==> src/rtl/core/npwt_pkg.sv <==
`timescale 1ns / 1ps
// ----------------------------------------------------------------------------
// npwt_pkg
// Shared constants, types and codes of the nearest point search block.
// ----------------------------------------------------------------------------
package npwt_pkg;

    // Table size and the widths that follow from it.
    localparam int MAX_POINTS = 1024;
    localparam int PTR_W      = (MAX_POINTS > 1) ? $clog2(MAX_POINTS) : 1;
    localparam int CNT_W      = $clog2(MAX_POINTS + 1);

    // Field widths.
    localparam int COORD_W = 30;
    localparam int WORD_W  = 32;
    localparam int IDX_W   = 10;
    localparam int SQ_W    = 2 * COORD_W;
    localparam int DIST_W  = SQ_W + 1;
    localparam int TOL_W   = 30;

    localparam logic [TOL_W-1:0] TOL_RESET = TOL_W'(1250);

    // Request queue between the front and the back; depth is a power of two.
    localparam int QUEUE_DEPTH = 2;
    localparam int Q_PTR_W     = $clog2(QUEUE_DEPTH);
    localparam int Q_CNT_W     = $clog2(QUEUE_DEPTH + 1);

    // Request kinds.
    localparam logic OP_LOAD  = 1'b0;
    localparam logic OP_QUERY = 1'b1;

    // Configuration port.
    localparam int   APB_ADDR_W    = 3;
    localparam int   APB_DATA_W    = 32;
    localparam logic REG_TOLERANCE = 1'b0;

    // One stored point; x sits in the lowest bits.
    typedef struct packed {
        logic [WORD_W-1:0]  delta;
        logic [WORD_W-1:0]  time_val;
        logic [COORD_W-1:0] y;
        logic [COORD_W-1:0] x;
    } point_t;

    // A classified request as it travels through the queue.
    typedef struct packed {
        logic   op;
        point_t pt;
    } cmd_t;

    // One match result; x sits in the lowest bits.
    typedef struct packed {
        logic [DIST_W-1:0]  dist_sq;
        logic [IDX_W-1:0]   index;
        logic [WORD_W-1:0]  delta;
        logic [WORD_W-1:0]  time_val;
        logic [COORD_W-1:0] y;
        logic [COORD_W-1:0] x;
    } result_t;

    localparam int POINT_W    = $bits(point_t);
    localparam int RESULT_W   = $bits(result_t);
    localparam int IN_DATA_W  = ((POINT_W + 7) / 8) * 8;
    localparam int OUT_DATA_W = ((RESULT_W + 7) / 8) * 8;

endpackage

==> src/rtl/core/npwt_front.sv <==
`timescale 1ns / 1ps
// ----------------------------------------------------------------------------
// npwt_front
// Accepts input requests, classifies them as loads or queries and holds
// them in a short queue for the back end.
// ----------------------------------------------------------------------------
module npwt_front
    import npwt_pkg::*;
(
    input  logic                 clk,
    input  logic                 rst_n,
    input  logic                 s_tvalid,
    output logic                 s_tready,
    input  logic [IN_DATA_W-1:0] s_tdata,   // coord_x, coord_y, time_payload, delta_payload
    input  logic                 s_tuser,   // kind
    output logic                 q_valid,
    output cmd_t                 q_cmd,
    input  logic                 q_pop
);

    cmd_t               fifo_reg [QUEUE_DEPTH];
    logic [Q_PTR_W-1:0] wr_ptr_reg;
    logic [Q_PTR_W-1:0] rd_ptr_reg;
    logic [Q_CNT_W-1:0] fill_reg;
    logic [Q_CNT_W-1:0] fill_next;
    logic               push;
    logic               pop;
    cmd_t               in_cmd;

    // Classify the incoming request.
    always_comb
    begin
        in_cmd.op = (s_tuser == OP_QUERY) ? OP_QUERY : OP_LOAD;
        in_cmd.pt = s_tdata[POINT_W-1:0];
    end

    assign s_tready = (fill_reg != Q_CNT_W'(QUEUE_DEPTH));
    assign q_valid  = (fill_reg != '0);
    assign q_cmd    = fifo_reg[rd_ptr_reg];
    assign push     = s_tvalid && s_tready;
    assign pop      = q_pop && q_valid;

    // Occupancy of the queue.
    always_comb
    begin
        fill_next = fill_reg;
        if (push && !pop)
        begin
            fill_next = fill_reg + 1'b1;
        end
        else if (pop && !push)
        begin
            fill_next = fill_reg - 1'b1;
        end
    end

    // Queue pointers and fill count.
    always_ff @(posedge clk or negedge rst_n)
    begin
        if (!rst_n)
        begin
            wr_ptr_reg <= '0;
            rd_ptr_reg <= '0;
            fill_reg   <= '0;
        end
        else
        begin
            fill_reg <= fill_next;
            if (push)
            begin
                wr_ptr_reg <= wr_ptr_reg + 1'b1;
            end
            if (pop)
            begin
                rd_ptr_reg <= rd_ptr_reg + 1'b1;
            end
        end
    end

    // Queue storage.
    always_ff @(posedge clk)
    begin
        if (push)
        begin
            fifo_reg[wr_ptr_reg] <= in_cmd;
        end
    end

endmodule

==> config.mk <==
export PLATFORM = sky130hd
export DESIGN_NAME = npwt_front
export DESIGN_NICKNAME = d
export VERILOG_FILES = /design/src/rtl/core/npwt_pkg.sv /design/src/rtl/core/npwt_front.sv
export SDC_FILE = /design/constraint.sdc
export NUM_CORES = 1
export LEC_CHECK = 0
export BUFFER_PORTS_ARGS = -buffer_cell sky130_fd_sc_hd__buf_2
export CORE_MARGIN = 1
export CORE_UTILIZATION = 45
export DETAILED_ROUTE_END_ITERATION = 12
export PLACE_DENSITY = 0.81
export SLEW_MARGIN = 0
export SYNTH_ARGS = -nofsm -noshare
export SYNTH_HDL_FRONTEND = slang
export SYNTH_SLANG_ARGS = --single-unit
export TNS_END_PERCENT = 5
==> constraint.sdc <==
create_clock -name clk -period 10.55 [get_ports clk]
set_clock_uncertainty 0.2 [all_clocks]
set_input_delay 1.055 -clock clk [delete_from_list [all_inputs] [get_ports clk]]
set_output_delay 1.055 -clock clk [all_outputs]
set_load 0.01 [all_outputs]
# Word level (Yosys, flattened, before mapping)
# Memories as Yosys holds them, arrays and structs flattened.
# Cells that the tools add are included.
# word_totals
n_memories	1
ff_bits	4
output_inout_bits	127
inputBits	133
ramBits	250
# mem_list
name	depth	width	rd	rd_clocked_by_memory_dff	write_ports	line	text
fifo_reg	2	125	1	0	1	npwt_front.sv:21	cmd_t fifo_reg [QUEUE_DEPTH];
# op_classes
add_sub_neg	4
reduce_logical	8
eq_ne	1
muxes	5
# ops
op	n
logical AND 1 bit	4
2-to-1 mux 2 bit	2
nonzero test 2 bit	2
2-to-1 mux 1 bit	3
adder 1 bit, second input constant	2
adder 2 x 1 -> 2 bit, second input constant	1
logical NOT 1 bit	2
!= test 2 bit, second input constant	1
subtractor 2 x 1 -> 2 bit, second input constant	1

# Depth between registers and ports, before layout
# depth
word_depth	6
ltp_mapped	7
depth_no_buf	7

# Worst setup path after synthesis
# Ideal clock, no wire load.
# synth_timing
path_type	input-to-reg
from	input port s_tvalid
to	memory fifo_reg[0][0] in the netlist's numbering, enable pin
required_ps	9739
path_buffers	0
cell_stages	2
setup_ps	611
slack_ps	3399
t_arrival_ps	6341
cell_sequence	nand2_1 > nor2_1
# synth_between
elab_chain_len	3
# synth_lines
item	line	text
start: declaration	npwt_front.sv:12	input logic s_tvalid,
logical AND 1 bit	npwt_front.sv:40	assign push = s_tvalid && s_tready;
2-to-1 mux 1 bit	npwt_front.sv:83	if (push)
2-to-1 mux 1 bit (implied by the code)	npwt_front.sv:85	fifo_reg[wr_ptr_reg] <= in_cmd;
end: declaration	npwt_front.sv:21	
# Every way passes these cells.

==> results.md <==
- Congestion Overflow GR: 0
- Met2 Routed Length: 8620 um
- Metal3 WL: between 1000 and 1500 um
- Crit end category: output pin
- Cts repair resizes: 0
- Routed Antenna Nets: 0
- Critical setup path kind: reg2out
- Max Freq: 234 MHz
- Nature of the critical path startpoint: register
- Site Rows: between 50 and 60
- Core area: ~0.02 sq mm
- Register area share after synthesis: 0.812
- DR DRC count: 0
- Post-Syn Area per Cell: between 20 and 25 sq um
- CP Max Fanout: between 60 and 70
- Largest net degree at the start of global routing: between 60 and 70
- Share of cells above drive strength 1: 0.604
- Filler cells: 1509
- Seq cells post-synth: around 250
- Largest cells by area after synthesis: edfxtp_1, mux2_2, mux2_4
- Longest Clk Path Bufs: 3
- Clock slew seen by the registers of the worst setup and hold paths: 0.06 ns
- Cell count after synthesis: slightly above 400
- CTS Sinks: ~250
- Post-Synthesis Cell Area: around 0.0094 sq mm
- Initial Util: 0.461
- Setup bufs post-CTS: 0
- Unique masters post-synth: 15
- R2r setup slk: roughly 7.4 ns
- RSZ-0062 raised after global routing: false
- Post-synth top area cell: edfxtp_1
- First-pass GRT wire length: between 20000 and 30000 um
- HP Class: in2async
- CP top delay family: buffers and inverters
- P&R area growth vs syn: 25.1%
- CP max-delay cell: dfrtp_4
- Max-slew violations: 0
- Gr usage total: 0.156
- Inserted Diodes: 0
- Setup TNS: 0 ns
- Pwr per Cell Area: around 280 mW/mm^2
- Initial antenna violation count: 1
- Ports: 260
- Top Metal Used: met5
- PortBufs: about 260
- Gpl congestion: ~0.73
- Die area: 0.0214 sq mm
- M1 wire length: approximately 6800 um
- CTS Root Cell: clkbuf_16
- Vias in the first global route: just over 5k
- Vias: approximately 4.7k
- DRT Wirelength: between 15000 and 20000 um
- Slew margin rel.: 0.313
- # setup viols final: 0
- Synth Warn #: 0
- TritonCTS clock tree: yes
- Commonest non-fill, non-tap cell in the layout: buf_2
- Area fraction of the dominant cell type after synthesis: 0.801
- Die Span Y: ~150 um
- Total CTS buffers: 25
- Non-filler cells, final: about 970
- Clk_lat worst skew: a little over 0.5 ns
- Post-Syn Nets: between 500 and 600
- CTS HTree Levels: 1
- Tcrit/Tclk final: 0.405
- Lkg Pwr: about 4.5 nW
- Placed instance count: 922
- Crit path arrival time: ~3 ns
- Crit path required time: slightly above 9 ns
- WL per Instance: about 18 um
- Minimum clock period: between 4 and 5 ns
- Die Wd: roughly 150 um
- WP buf/inv: 2
- Max incr delay on CP: 0.98 ns
- Most frequent cells in the layout: buf_2, edfxtp_1, mux2_2
- Dpl hpwl: ~11000 um
- Drt first pass iters: 4
- Worst-path cell chain: buf_4 -> mux2_2 -> buf_2
- CTS Hold Buffers Added: 0
- Largest register FFs: 250
- Final Net Count: roughly 800
- Initial DRC Count: between 200 and 250
- Worst Tran Pin Value: approximately 1.0 ns
- Vias per cell: slightly below 5
- Fin. Hold Viols: 0
- Run status: finished, final reports clean
- Max VDD drop: about 190 uV
- MaxCap Viol Count: 0
==> cells in the mapped netlist (all sizes together) <==
cell type    n
inv          1
or2          1
and3         1
dfrtp        4
xor2         2
mux2       125
nand2        2
buf         14
nand2b       1
nor2         2
edfxtp     250
xnor2        3
ha           1
==> metal layers <==
layer / GRT usage / vias up
met5: 0 / -
met3: 0.0497 / 37
met2: 0.273 / 194
li1: - / 2165
met4: 0.0458 / 2
met1: 0.184 / 2329
==> cell type report <==
class | count | area (sq um) | area share
multi-input cells | 138 | 1660 | 0.142
well taps | 270 | 338 | 0.0288
clock buffers | 28 | 637 | 0.0544
flip-flops and latches | 254 | 7610 | 0.650
repair buffers | 259 | 1310 | 0.111
inverters | 1 | 3.75 | 0.000320
clock inverters | 17 | 161 | 0.0138
==> worst paths after layout <==
check | startpoint | to | depth (start not counted)
setup / recovery | rd_ptr_reg | q_cmd[119] | 3
hold / removal | rst_n | fill_reg[1] | 1
setup reg to reg | fill_reg[0] | fifo_reg[0][80] | 5
hold reg to reg | fill_reg[1] | fill_reg[1] | 1
max in group asynchronous | rst_n | rd_ptr_reg | 1
min in group clk | fill_reg[1] | fill_reg[1] | 1
==> worst reg2reg max path: cells and delay by family, from the launching register on <==
kind	cells	cell delay [ns]
DFF	1	0.42
and+or+nand+nor	3	0.72
buffers and inverters	2	1.38
==> logic make-up (layout without fill, tap and decap cells) <==
group | after synthesis | count (layout) | share of synthesized area
xor+xnor | 5 | 5 | 0.00468
mux | 125 | 125 | 0.166
flops | 254 | 254 | 0.812
simple gates | 7 | 7 | 0.00361
buf+inv | 15 | 305 | 0.0119
fa+ha+maj | 1 | 1 | 0.00134
==> report_power, final <==
group	leakage (nW)	total (W)	switching, W	internal [W]
clock network	0.381	0.000855	0.000349	0.000506
registers	2.37	0.00148	0.000101	0.00138
logic	1.73	0.000930	0.000476	0.000454
total	4.48	0.00327	0.000926	0.00234
==> stage by stage <==
step                hold slack [ns]  worst slack (ns)  total power, W  utilization  cell area [sq um]
finish                        0.143              6.28         0.00327        0.577              11700
global route                  0.114              6.10         0.00342        0.577              11700
CTS                           0.116              6.20         0.00331        0.577              11700
detailed placement            0.289              6.76         0.00244        0.538              10900
global placement              0.276              6.80         0.00240        0.538              10900
floorplan                     0.256              3.40         0.00214            -               9370
(Power assumes the default switching activity.)
